$ cat config.mk
export PLATFORM = sky130hd
export DESIGN_NAME = lpm_cell
export DESIGN_NICKNAME = d
export VERILOG_FILES = /design/src/hdl/longest_prefix_match_router_assert.svh /design/src/hdl/lpm_pkg.sv /design/src/hdl/lpm_cell.sv
export SDC_FILE = /design/constraint.sdc
export NUM_CORES = 1
export LEC_CHECK = 0
export ABC_AREA = 1
export BUFFER_PORTS_ARGS = -buffer_cell sky130_fd_sc_hd__buf_4
export CORE_MARGIN = 2
export CORE_UTILIZATION = 45
export CTS_CLUSTER_DIAMETER = 80
export DETAILED_ROUTE_END_ITERATION = 8
export MAX_ROUTING_LAYER = met4
export PLACE_DENSITY = 0.72
export SKIP_CTS_REPAIR_TIMING = 1
export SLEW_MARGIN = 20
export SYNTH_ARGS = -nofsm -noshare
export SYNTH_HDL_FRONTEND = slang
export SYNTH_SLANG_ARGS = --single-unit
$ cat constraint.sdc
create_clock -name clk -period 2.32 [get_ports clk]
set_input_delay 0.116 -clock clk [delete_from_list [all_inputs] [get_ports clk]]
set_output_delay 0.116 -clock clk [all_outputs]
set_load 0.01 [all_outputs]
$ cat src/hdl/longest_prefix_match_router_assert.svh
// Assertion macros for the longest prefix match router
`ifndef LONGEST_PREFIX_MATCH_ROUTER_ASSERT_SVH
`define LONGEST_PREFIX_MATCH_ROUTER_ASSERT_SVH

// property holds at every clock edge out of reset
`define LPM_ASSERT_ALWAYS(lbl, prop, msg) \
	lbl: assert property (@(posedge clk) disable iff (!arst_n) (prop)) else $error(msg);

// consequent holds in the same cycle as the antecedent
`define LPM_ASSERT_IMPLIES(lbl, ante, cons, msg) \
	lbl: assert property (@(posedge clk) disable iff (!arst_n) (ante) |-> (cons)) \
		else $error(msg);

// consequent holds in the cycle after the antecedent
`define LPM_ASSERT_NEXT(lbl, ante, cons, msg) \
	lbl: assert property (@(posedge clk) disable iff (!arst_n) (ante) |=> (cons)) \
		else $error(msg);

`endif

$ cat src/hdl/lpm_pkg.sv
// Types and constants shared by the longest prefix match router
`timescale 1ns / 1ps

package lpm_pkg;

	localparam int MAX_ROUTES = 32;
	localparam int IFACE_BITS = 4;
	localparam int CNT_W      = $clog2(MAX_ROUTES + 1);
	localparam int LEN_W      = 6;
	localparam int ADDR_W     = 32;
	localparam int TTL_W      = 8;
	localparam int OUT_IFACE_W = 4;

	localparam logic [LEN_W-1:0] PREFIX_MAX = LEN_W'(ADDR_W);
	localparam logic [CNT_W-1:0] FULL_COUNT = CNT_W'(MAX_ROUTES);

	typedef enum logic {
		FUNC_ADD   = 1'b0,
		FUNC_ROUTE = 1'b1
	} func_t;

	typedef enum logic [1:0] {
		ST_OK          = 2'd0,
		ST_NO_ROUTE    = 2'd1,
		ST_TTL_EXPIRED = 2'd2,
		ST_TABLE_FULL  = 2'd3
	} status_t;

	typedef struct packed {
		func_t             func;
		logic [ADDR_W-1:0] dst_addr;
		logic [TTL_W-1:0]  ttl_in;
		logic [ADDR_W-1:0] add_prefix;
		logic [LEN_W-1:0]  prefix_len;
		logic              has_next_hop;
		logic [ADDR_W-1:0] next_hop_in;
		logic [3:0]        iface_in;
	} req_item_t;

	typedef struct packed {
		status_t                status;
		logic [OUT_IFACE_W-1:0] out_iface;
		logic [ADDR_W-1:0]      next_hop_out;
		logic [TTL_W-1:0]       ttl_out;
	} rsp_item_t;

	// item travelling down the row of route cells
	typedef struct packed {
		logic                  valid;
		func_t                 func;
		logic                  wr;
		logic [CNT_W-1:0]      rem;
		logic [ADDR_W-1:0]     dst;
		logic [TTL_W-1:0]      ttl;
		logic [ADDR_W-1:0]     prefix;
		logic [LEN_W-1:0]      len;
		logic                  has_hop;
		logic [ADDR_W-1:0]     hop;
		logic [IFACE_BITS-1:0] iface;
		logic                  found;
		logic [LEN_W-1:0]      best_len;
		logic                  best_has_hop;
		logic [ADDR_W-1:0]     best_hop;
		logic [IFACE_BITS-1:0] best_iface;
	} token_t;

endpackage

$ cat src/hdl/lpm_cell.sv
// One route cell: holds one table entry and forwards the passing item
`timescale 1ns / 1ps

module lpm_cell
	import lpm_pkg::*;
(
	input  logic   clk,
	input  logic   arst_n,
	input  logic   adv,
	input  token_t prev_tok,
	output token_t next_tok
);

	logic [ADDR_W-1:0]     prefix_q;
	logic [ADDR_W-1:0]     mask_q;
	logic [LEN_W-1:0]      len_q;
	logic                  has_hop_q;
	logic [ADDR_W-1:0]     hop_q;
	logic [IFACE_BITS-1:0] iface_q;
	logic                  valid_q;
	token_t                tok_q;

	logic   occupied;
	logic   hit;
	logic   take;
	logic   slot;
	logic   store;
	token_t tok_d;

	assign occupied = (prev_tok.rem != '0);
	assign hit      = occupied && (((prefix_q ^ prev_tok.dst) & mask_q) == '0);
	assign take     = (prev_tok.func == FUNC_ROUTE) && hit
		&& (!prev_tok.found || (len_q > prev_tok.best_len));
	assign slot     = (prev_tok.func == FUNC_ADD) && prev_tok.wr && !occupied;
	assign store    = adv && prev_tok.valid && slot;

	always_comb begin
		tok_d = prev_tok;
		if (occupied) begin
			tok_d.rem = prev_tok.rem - 1'b1;
		end
		if (!occupied) begin
			tok_d.wr = 1'b0;
		end
		if (slot) begin
			tok_d.found = 1'b1;
		end
		if (take) begin
			tok_d.found        = 1'b1;
			tok_d.best_len     = len_q;
			tok_d.best_has_hop = has_hop_q;
			tok_d.best_hop     = hop_q;
			tok_d.best_iface   = iface_q;
		end
	end

	always_ff @(posedge clk) begin
		if (store) begin
			prefix_q  <= prev_tok.prefix;
			mask_q    <= ~({ADDR_W{1'b1}} >> prev_tok.len);
			len_q     <= prev_tok.len;
			has_hop_q <= prev_tok.has_hop;
			hop_q     <= prev_tok.has_hop ? prev_tok.hop : '0;
			iface_q   <= prev_tok.iface;
		end
	end

	always_ff @(posedge clk or negedge arst_n) begin
		if (!arst_n) begin
			valid_q <= 1'b0;
		end else if (adv) begin
			valid_q <= prev_tok.valid;
		end
	end

	always_ff @(posedge clk) begin
		if (adv) begin
			tok_q <= tok_d;
		end
	end

	always_comb begin
		next_tok       = tok_q;
		next_tok.valid = valid_q;
	end

endmodule

Word level (Yosys, flattened, before mapping)
Index checks and enable logic that the tools add are counted.
{ "classes": {"shift": 1, "n_reduce_logical": 13, "addsub": 1, "mux": 2, "n_lt_le_gt_ge": 1, "bitwise": 4} }
{ "ops": {"columns": ["op", "n"], "rows": [
  ["43-bit two-way mux", 1],
  ["32-bit bitwise AND", 1],
  ["32-bit logical NOT", 1],
  ["32-bit inverter", 1],
  ["32-bit by 6-bit right shift with 32-bit output (first input constant)", 1],
  ["32-bit bitwise XOR", 1],
  ["1-bit logical AND", 7],
  ["6-bit greater-than comparator", 1],
  ["6-bit two-way mux", 1],
  ["6-bit nonzero test", 1],
  ["6-bit by 1-bit subtractor with 6-bit output (second input constant)", 1],
  ["1-bit logical NOT", 2],
  ["2-bit OR reduction", 1],
  ["1-bit logical OR", 1],
  ["1-bit inverter", 1]
]} }
{ "totals": {"in_bits": 171, "reg_bits": 275, "out_inout_bits": 168, "word_cells": 44} }

Depth between registers and ports, before layout
Gate-level depths: netlist of run 1.
{ "logic_depth": {"depth_word": 7, "mapped_depth": 15, "mapped_depth_nobuf": 14} }

Worst setup path before layout of run 1
OpenSTA, ideal clock, no wires.
{ "synth_timing": {"path_kind": "input -> register", "start": "in prev_tok[159] in the netlist's numbering", "end": "reg has_hop_q (enable)", "setup_time_ns": 0.572, "slack_ns": -3.605, "stages": 10, "t_arrival_ns": 5.353, "required_ns": 1.748, "path_buffers": 0, "path_cell_list": "inv_1 > ha_1 > inv_1 > nor2_2 > nand2_2 > nor2_2 > nand2_4 > inv_4 > nand3b_1 > nor2_1"} }
{ "synth_between": {"elab_chain_len": 4} }
{ "synth_lines": {"columns": ["element", "line_no", "text"], "rows": [
  ["from (decl)", "lpm_cell.sv:10", "input token_t prev_tok,"],
  ["6-bit nonzero test", "lpm_cell.sv:30", "assign occupied = (prev_tok.rem != '0);"],
  ["1-bit logical NOT", null, null],
  ["1-bit logical AND", "lpm_cell.sv:34", "assign slot = (prev_tok.func == FUNC_ADD) && prev_tok.wr && !occupied;"],
  ["1-bit logical AND", "lpm_cell.sv:35", "assign store = adv && prev_tok.valid && slot;"],
  ["via store", "lpm_cell.sv:27", "logic store;"],
  ["to (signal assigned)", "lpm_cell.sv:62", "has_hop_q <= prev_tok.has_hop;"],
  ["to (decl)", "lpm_cell.sv:17", "logic has_hop_q;"]
]} }
The timed path passes the listed nets, and every way through them passes these cells.
A chain may end at the register's enable or synchronous reset.

==> impl_metrics.yaml, run 1 <==
synth:
  synth.ff_latch_count: 274
  yosysWarningCount: 0
  post_synth_instance_area_mm2: 0.0104
  seq_area_frac_synth_pct: 79.1
  postSynthNetCount: 938
  post_synth.cell_area_avg_um2: 13.7
  yosysUniqueCellTypes: 29
  synthCells: 760
pwr:
  power_density_mw_per_mm2: 719
  p_seq_share_pct: 50.4
  p_sw_mw: 2.56
  power.clock.fraction_pct: 38.6
  switching_share_pct: 22.3
  power_frac_comb_pct: 11.1
  internal_power_mw: 8.90
  power_leakage_nw: 6.90
  worst_ir_drop_vdd_mv: 0.522
grt:
  globalRouteTotalUtil_pct: 20.7
  overflow: 0
  number_of_global_route_vias_before_repair: 6884
  grt_antenna_before_repair: 1
  grt_first_pass_wirelength_um: 37300
  grt_max_degree: 111
critical_path:
  timing.critical_path.to_type: "flop"
  startpoint_type_of_the_worst_setup_path: "flop"
  worst-endpoint-arrival_ns: 2.58
  worst-endpoint-required_ns: 2.72
  critical_path_class: "reg -> reg"
  critical_path_peak_fanout: 28
  ff2ff_path_depth: 12
detailed_routing:
  wirelength_um: 29400
  drt_iter0_markers: 475
  drt-wirelength-per-cell_um: 18.4
  remaining_drc_errors: 0
  drtAntennaViolNets: 0
  avgViaCountPerCell: 4.88
  num_vias: 7796
  firstDrtPassIters: 5
min_path:
  holdCritPathClass: "in -> reg"
  hold_depth: 1
sta:
  finalWorstSetupSlack_ns: 0.139
  report.final.hold_viol_count: 0
  timing.final.crit_share_pct: 94.0
  setup_tns_ns: 0
  maxSlewViolCount: 0
  report.final.setup_viol: 0
  final_critical_path_required_period_ns: 2.18
  slew_headroom_pct: 53.8
  max_clock_freq_ghz: 0.458
  clock-skew-final_ns: 0.0115
  worst_pin_slew_ns: 0.693
clock_tree:
  clockRootBuffer: "sky130_fd_sc_hd__clkbuf_16"
  numClockSinks: 274
  cts_htree_levels: 1
  cts_buffers: 29
  tritoncts: "done"
  worst_setup_hold_path_clk_slew_ns: 0.06
  clk-insertion-delay-late_ns: 0.54
  ctsLongestPathBuffers: 3
die:
  die-area_mm2: 0.0243
  initial_core_util_pct: 45.9
  fp.coreArea_mm2: 0.0226
  floorplan.io_pins: 339
  rows: 55
  die_w_um: 156
  die_height_um: 156
placement:
  port_buffers: 338
  hpwl_um: 18100
  place_ws_ns: 0.183
  gp_routability_congestion: 0.818
finish:
  area_delta_synth_final_pct: 53.4
  layout.cells.most_common: "sky130_fd_sc_hd__buf_4"
  finish.net_count: 1469
  layout.cells.most_common_list: "sky130_fd_sc_hd__buf_4, sky130_fd_sc_hd__edfxtp_1, sky130_fd_sc_hd__nand2_1, sky130_fd_sc_hd__dlygate4sd3_1, sky130_fd_sc_hd__inv_1"
  drive_gt1_share_pct: 31.2
flow_run:
  timing.max_cap.violations: 0
run_status:
  result_of_the_run: "finished clean"
power by group through the flow:
| stage | logic [mW] | clock network (mW) | registers, mW |
|---|---|---|---|
| after floorplan | 0.159 | 0 | 5.98 |
| after global placement | 0.997 | 0 | 5.86 |
| after detailed placement | 1.01 | 0 | 5.87 |
| after CTS | 1.02 | 4.47 | 5.77 |
| after global routing | 1.35 | 4.69 | 5.79 |
| final | 1.27 | 4.42 | 5.77 |
Yosys cell counts (all sizes together):
| master | n | share of area [%] |
|---|---|---|
| nand2 | 218 | 8.1 |
| edfxtp | 273 | 79 |
| o21bai | 1 | 0.072 |
| a21oi | 8 | 0.42 |
| ha | 7 | 0.84 |
| buf | 13 | 0.92 |
| nand4 | 1 | 0.060 |
| nor2 | 52 | 2.3 |
| nand3b | 1 | 0.072 |
| nand3 | 67 | 3.3 |
| clkbuf | 3 | 0.11 |
| o22ai | 2 | 0.12 |
| o21ai | 19 | 0.92 |
| dfrtp | 1 | 0.24 |
| inv | 82 | 3.0 |
| or2 | 11 | 0.66 |
| xor2 | 1 | 0.084 |
worst paths after layout:
kind                            slack, ns            to         start
worst max-delay path                 0.14  next_tok[31]   prefix_q[6]
worst min-delay path                 0.05  next_tok[80]  prev_tok[80]
worst max register to register       0.14  next_tok[31]   prefix_q[6]
worst min register to register       0.53       valid_q       valid_q
max in group asynchronous            1.81       valid_q        arst_n
min in group asynchronous            0.41       valid_q        arst_n
routing by layer:
layer / track usage, % / up-vias / routed length, um
li1: - / 3672 / -
met1: 25.0 / 3784 / 11100
met2: 34.9 / 289 / 16000
met3: 4.31 / 51 / 1720
met4: 6.86 / 0 / 571
met5: - / - / 0
flip-flops by register name (all words and copies together), names as in the netlist:
register	count
next_tok	167
hop_q	32
mask_q	32
prefix_q	32
len_q	5
iface_q	4
has_hop_q	1
valid_q	1
stage by stage:
stage | area [um^2] | hold WS (ns) | power, mW | util, % | cells
after detailed placement | 13400 | -0.108 | 6.88 | 59.0 | 1377
after global routing | 15900 | 0.0443 | 11.8 | 70.4 | 1599
after CTS | 14300 | -0.684 | 11.3 | 63.0 | 1430
after global placement | 13400 | -0.108 | 6.85 | 59.0 | 1377
after floorplan | 10400 | -0.180 | 6.14 | - | 760
final | 15900 | 0.0497 | 11.5 | 70.4 | 1599
logic make-up after synthesis:
logic type / after synthesis / share of synthesized area (%)
AOI/OAI and AO/OA: 30 / 1.53
xor gates and xnor gates: 1 / 0.0843
adders and majority gates: 7 / 0.843
buffers and inverters: 98 / 4.01
DFF: 274 / 79.1
and+or+nand+nor: 350 / 14.4
worst max-delay path, cell delays in order (launching register included):
cell and delay, ns:
sky130_fd_sc_hd__edfxtp_1 0.40, sky130_fd_sc_hd__inv_1 0.08, sky130_fd_sc_hd__nand2_1 0.06, sky130_fd_sc_hd__nand3_1 0.07, sky130_fd_sc_hd__nand2_1 0.08, sky130_fd_sc_hd__inv_1 0.06
sky130_fd_sc_hd__nand2_1 0.07, sky130_fd_sc_hd__nor2_1 0.14, sky130_fd_sc_hd__nand2_1 0.18, sky130_fd_sc_hd__nor2_8 0.29, sky130_fd_sc_hd__buf_4 0.37, sky130_fd_sc_hd__nand3_1 0.12
sky130_fd_sc_hd__nand2_1 0.11
final cells by class:
class                      count  area (um^2)
tap                          285          357
antenna                        1         2.50
sequential                   274         8220
timing repair buffer         516         4350
fill                        1505         6700
multi-input combinational    388         1780
clock inverter                19          153
clock buffer                  34          744
inverter                      82          335
(Power assumes the default switching activity.)
==> run 2, diff against run 1 <==
- CORE_ASPECT_RATIO: not set -> 1.4
==> run 2 against run 1 <==
Register-to-register slack improved by 0.09 ns. Setup slack gained 0.046 ns. Sequential share of layout area rose by 0.069 points. Design area shrank 0.13%. Global-route usage down 0.92 points. Core utilization barely moved. Die area barely moved. Combinational power hardly changed. Critical endpoint is now prefix_q[12]. Clock skew up 0.0026 ns. Clock power decreased by 0.9%.
==> impl_metrics.yaml, run 2 (synthesized netlist as in run 1, its figures left out) <==
detailed_routing:
  drtAntennaViolNets: 0
  met2_length_um: 16000
  wl_met1_um: 9950
  wirelength_um: 28700
  drt-wirelength-per-cell_um: 17.9
  avgViaCountPerCell: 4.84
  remaining_drc_errors: 0
  firstDrtPassIters: 5
  drt_iter0_markers: 516
  met3WireLength_um: 1900
  num_vias: 7782
  maxUsedRoutingLayer: "met4"
placement:
  hpwl_um: 17700
  place_ws_ns: 0.171
  postPlaceCellArea_mm2: 0.0134
  port_buffers: 338
  gp_routability_congestion: 0.805
sta:
  final_critical_path_required_period_ns: 2.14
  report.final.setup_viol: 0
  finalWorstSetupSlack_ns: 0.185
  worst_pin_slew_ns: 0.736
  report.final.hold_viol_count: 0
  max_clock_freq_ghz: 0.468
  maxSlewViolCount: 0
  slew_headroom_pct: 50.9
  clock-skew-final_ns: 0.0141
  grt_setup_unrepaired: "false"
  timing.final.crit_share_pct: 92.0
grt:
  grt_first_pass_wirelength_um: 36300
  overflow: 0
  globalRouteTotalUtil_pct: 19.8
  grt_max_degree: 138
  number_of_global_route_vias_before_repair: 7077
  grt_antenna_before_repair: 1
clock_tree:
  tritoncts: "done"
  clockRootBuffer: "sky130_fd_sc_hd__clkbuf_16"
  worst_setup_hold_path_clk_slew_ns: 0.07
  ctsLongestPathBuffers: 3
  numClockSinks: 274
  cts_htree_levels: 1
  cts_buffers: 26
  clk-insertion-delay-late_ns: 0.53
critical_path:
  startpoint_type_of_the_worst_setup_path: "input port"
  cpMostUsedCell: "sky130_fd_sc_hd__nor2_4"
  worst_path_dominant_cell_family: "buffers and inverters"
  timing.critical_path.slowest_cell_delay_ns: 0.53
  worst-endpoint-arrival_ns: 2.32
  crit_chain: "dlygate4sd3_1 -> buf_4 -> inv_12 -> ha_4 -> inv_2 -> nor2_2 -> nand2_2 -> nor2_4 -> nand2_4 -> inv_4 -> nand3b_1 -> nor2_4 -> buf_12"
  critical_path_buf_inv_count: 6
  critical_path_peak_fanout: 67
  critical_path.slowest_cell: "sky130_fd_sc_hd__dlygate4sd3_1"
  critical_path_class: "in -> reg"
  timing.critical_path.to_type: "flop"
  worst-endpoint-required_ns: 2.50
die:
  floorplan.io_pins: 339
  fp.coreArea_mm2: 0.0226
  rows: 65
  initial_core_util_pct: 46.0
  die_height_um: 184
  die_w_um: 132
  die-area_mm2: 0.0243
finish:
  area_delta_synth_final_pct: 53.2
  largest_register_ffs: 167
  layout.cells.most_common: "sky130_fd_sc_hd__buf_4"
  drive_gt1_share_pct: 31.0
  finish.net_count: 1463
  stdcell_area_mm2: 0.0159
  layout.cells.most_common_list: "sky130_fd_sc_hd__buf_4, sky130_fd_sc_hd__edfxtp_1, sky130_fd_sc_hd__nand2_1, sky130_fd_sc_hd__dlygate4sd3_1, sky130_fd_sc_hd__inv_1"
pwr:
  power_density_mw_per_mm2: 716
  power_leakage_nw: 6.87
  worst_ir_drop_vdd_mv: 0.682
min_path:
  holdCritPathClass: "in -> reg"
run_status:
  result_of_the_run: "finished clean"
flow_run:
  timing.max_cap.violations: 0
==> run 2: area by class of cell <==
| cell class | count | area, um^2 |
|---|---|---|
| Fill cell | 1490 | 6690 |
| Clock buffer | 32 | 694 |
| Sequential cell | 274 | 8220 |
| Clock inverter | 16 | 183 |
| Timing Repair Buffer | 513 | 4330 |
| Antenna cell | 1 | 2.50 |
| Inverter | 82 | 335 |
| Multi-Input combinational cell | 388 | 1780 |
| Tap cell | 301 | 377 |
==> run 2: worst register-to-register path: cells and delay by family, from the launching register on <==
kind	cells	cell delay, ns
simple gates	6	0.60
flops	1	0.43
buf+inv	1	0.22
compound gates	1	0.26
fa+ha+maj	1	0.34
==> run 2: through the flow <==
| stage | std cells | hold slack (ns) | power, mW | TNS (ns) | util [%] |
|---|---|---|---|---|---|
| CTS | 1439 | -0.665 | 11.2 | 0 | 63.0 |
| detailed placement | 1391 | -0.107 | 6.87 | 0 | 59.1 |
| global route | 1607 | 0.0189 | 11.7 | 0 | 70.4 |
| finish | 1607 | 0.00315 | 11.4 | 0 | 70.4 |
| global placement | 1391 | -0.107 | 6.84 | 0 | 59.1 |
| floorplan | 760 | -0.180 | 6.14 | -64.79 | - |
==> run 2: worst paths after layout <==
| check | from | end | slack, ns | depth (start not counted) |
|---|---|---|---|---|
| hold / removal | prev_tok[160] | next_tok[160] | 0.003 | 3 |
| setup / recovery | prev_tok[159] | prefix_q[12] | 0.18 | 13 |
| setup reg to reg | mask_q[0] | next_tok[1] | 0.23 | 9 |
| min in group asynchronous | arst_n | valid_q | 0.43 | 3 |
| max in group asynchronous | arst_n | valid_q | 1.79 | 3 |
| hold reg to reg | valid_q | valid_q | 0.53 | 2 |
==> run 2: power breakdown <==
| group | switching [mW] | internal, mW |
|---|---|---|
| logic | 0.571 | 0.687 |
| registers | 0.0718 | 5.70 |
| clock network | 1.81 | 2.57 |
==> run 2: per-layer routing <==
layer	GRT usage, %	vias up
met2	36.0	346
met4	6.80	0
met3	4.44	67
met1	21.1	3723
met5	-	-
li1	-	3646
==> run 3, diff against run 2 <==
- CORE_UTILIZATION: 45 -> 51
- PLACE_DENSITY: 0.72 -> 0.8
- REMOVE_ABC_BUFFERS: not set -> 1
==> run 3 against run 2 <==
Hold slack better by 0.032 ns. Sequential power about the same. Combinational power about the same. Via count up 3.6%. Setup slack worse by 0.14 ns. Routed wire length up 9.8%. Total power down 0.74%. Critical path depth unchanged. Largest power group unchanged. Register-to-register slack worse by 0.12 ns. Clock skew up 0.021 ns. Design area down 0.75%. First-iteration DRC count up 16%.
==> impl_metrics.yaml, run 3 (synthesized netlist as in run 1, its figures left out) <==
placement:
  gp_routability_congestion: 0.870
  hpwl_um: 18800
  place_ws_ns: 0.139
  port_buffers: 338
  postPlaceCellArea_mm2: 0.0133
  placed_cells_incl_taps: 1342
clock_tree:
  ctsLongestPathBuffers: 3
  tritoncts: "done"
  clockRootBuffer: "sky130_fd_sc_hd__clkbuf_16"
  cts_htree_levels: 1
  cts_buffers: 25
  worst_setup_hold_path_clk_slew_ns: 0.07
  numClockSinks: 274
  clk-insertion-delay-late_ns: 0.53
flow_run:
  timing.max_cap.violations: 0
pwr:
  worst_ir_drop_vdd_mv: 0.678
  p_sw_mw: 2.50
  power_leakage_nw: 6.84
  power.clock.fraction_pct: 37.7
  switching_share_pct: 22.1
  p_seq_share_pct: 51.0
  internal_power_mw: 8.82
  power_frac_comb_pct: 11.3
  power_density_mw_per_mm2: 717
detailed_routing:
  firstDrtPassIters: 5
  avgViaCountPerCell: 5.18
  num_vias: 8064
  drt-wirelength-per-cell_um: 20.3
  drtAntennaViolNets: 0
  wirelength_um: 31500
  remaining_drc_errors: 0
  drt_iter0_markers: 600
sta:
  maxSlewViolCount: 0
  report.final.setup_viol: 0
  final_critical_path_required_period_ns: 2.28
  slew_headroom_pct: 58.0
  timing.final.crit_share_pct: 98.1
  fin_worst_hold_slack_ns: 0.0354
  max_clock_freq_ghz: 0.439
  finalWorstSetupSlack_ns: 0.0436
  worst_pin_slew_ns: 0.630
  report.final.hold_viol_count: 0
  clock-skew-final_ns: 0.0349
critical_path:
  critical_path_class: "in -> reg"
  worst-endpoint-arrival_ns: 2.44
  critical_path_peak_fanout: 70
  worst-endpoint-required_ns: 2.48
  timing.critical_path.to_type: "flop"
  startpoint_type_of_the_worst_setup_path: "input port"
grt:
  number_of_global_route_vias_before_repair: 7273
  grt_antenna_before_repair: 1
  overflow: 0
  grt_max_degree: 112
  globalRouteTotalUtil_pct: 24.3
  grt_first_pass_wirelength_um: 39400
die:
  floorplan.io_pins: 339
  die_height_um: 173
  die_w_um: 125
  die-area_mm2: 0.0215
  fp.coreArea_mm2: 0.0199
  rows: 61
  initial_core_util_pct: 52.2
finish:
  largest_register_ffs: 167
  finish.utilization_pct: 79.3
  stdcell_area_mm2: 0.0158
  finish.net_count: 1463
  fin_cells: 1557
  drive_gt1_share_pct: 30.7
  area_delta_synth_final_pct: 52.0
  layout.cells.most_common: "sky130_fd_sc_hd__buf_4"
  layout.cells.most_common_list: "sky130_fd_sc_hd__buf_4, sky130_fd_sc_hd__edfxtp_1, sky130_fd_sc_hd__nand2_1, sky130_fd_sc_hd__dlygate4sd3_1, sky130_fd_sc_hd__inv_1"
min_path:
  holdCritPathClass: "in -> reg"
run_status:
  result_of_the_run: "finished clean"
run 3: metal layers:
metal,global-route usage (%),vias to the layer above,wire length [um]
li1,-,3648,-
met1,27.5,3864,10900
met2,41.4,457,17000
met3,6.10,95,2320
met4,9.41,0,1400
met5,-,-,0
run 3: stage by stage:
| step | total power [mW] | TNS [ns] |
|---|---|---|
| 2_1_floorplan | 6.13 | -382.09 |
| 3_3_place_gp | 6.83 | 0 |
| 3_5_place_dp | 6.87 | 0 |
| 4_1_cts | 11.0 | 0 |
| 5_1_grt | 11.6 | -3.64 |
| 6_report | 11.3 | 0 |
run 3: area by class of cell:
| type | instances | area, um^2 |
|---|---|---|
| Inverter | 82 | 310 |
| Tap cell | 252 | 315 |
| Multi-Input combinational cell | 388 | 1770 |
| Sequential cell | 274 | 8220 |
| Antenna cell | 1 | 2.50 |
| Fill cell | 1052 | 4120 |
| Clock inverter | 19 | 209 |
| Clock buffer | 27 | 633 |
| Timing Repair Buffer | 514 | 4340 |
run 3: final timing paths:
path / start / endpoint / slack, ns / cells after the start
worst max-delay path: prev_tok[160] / prefix_q[27] / 0.04 / 13
worst min-delay path: prev_tok[164] / next_tok[164] / 0.04 / 3
worst max register to register: prefix_q[30] / next_tok[18] / 0.11 / 12
worst min register to register: hop_q[4] / next_tok[8] / 0.54 / 2
max in group asynchronous: arst_n / valid_q / 1.75 / 3
min in group asynchronous: arst_n / valid_q / 0.46 / 3
run 3: power by group through the flow:
stage	sequential [mW]	clock (mW)	combinational [mW]
after floorplan	5.98	0	0.142
after global placement	5.85	0	0.978
after detailed placement	5.86	0	1.01
after CTS	5.76	4.26	1.01
after global routing	5.79	4.50	1.36
final	5.77	4.26	1.28
run 3: worst max-delay path, stage by stage:
cell and delay, ns:
sky130_fd_sc_hd__dlygate4sd3_1 0.56, sky130_fd_sc_hd__buf_4 0.15, sky130_fd_sc_hd__inv_1 0.05, sky130_fd_sc_hd__ha_1 0.17, sky130_fd_sc_hd__inv_1 0.06, sky130_fd_sc_hd__nor2_2 0.13, sky130_fd_sc_hd__nand2_2 0.10, sky130_fd_sc_hd__nor2_2 0.17
sky130_fd_sc_hd__nand2_4 0.10, sky130_fd_sc_hd__inv_4 0.09, sky130_fd_sc_hd__nand3b_1 0.15, sky130_fd_sc_hd__nor2_4 0.18, sky130_fd_sc_hd__buf_12 0.32
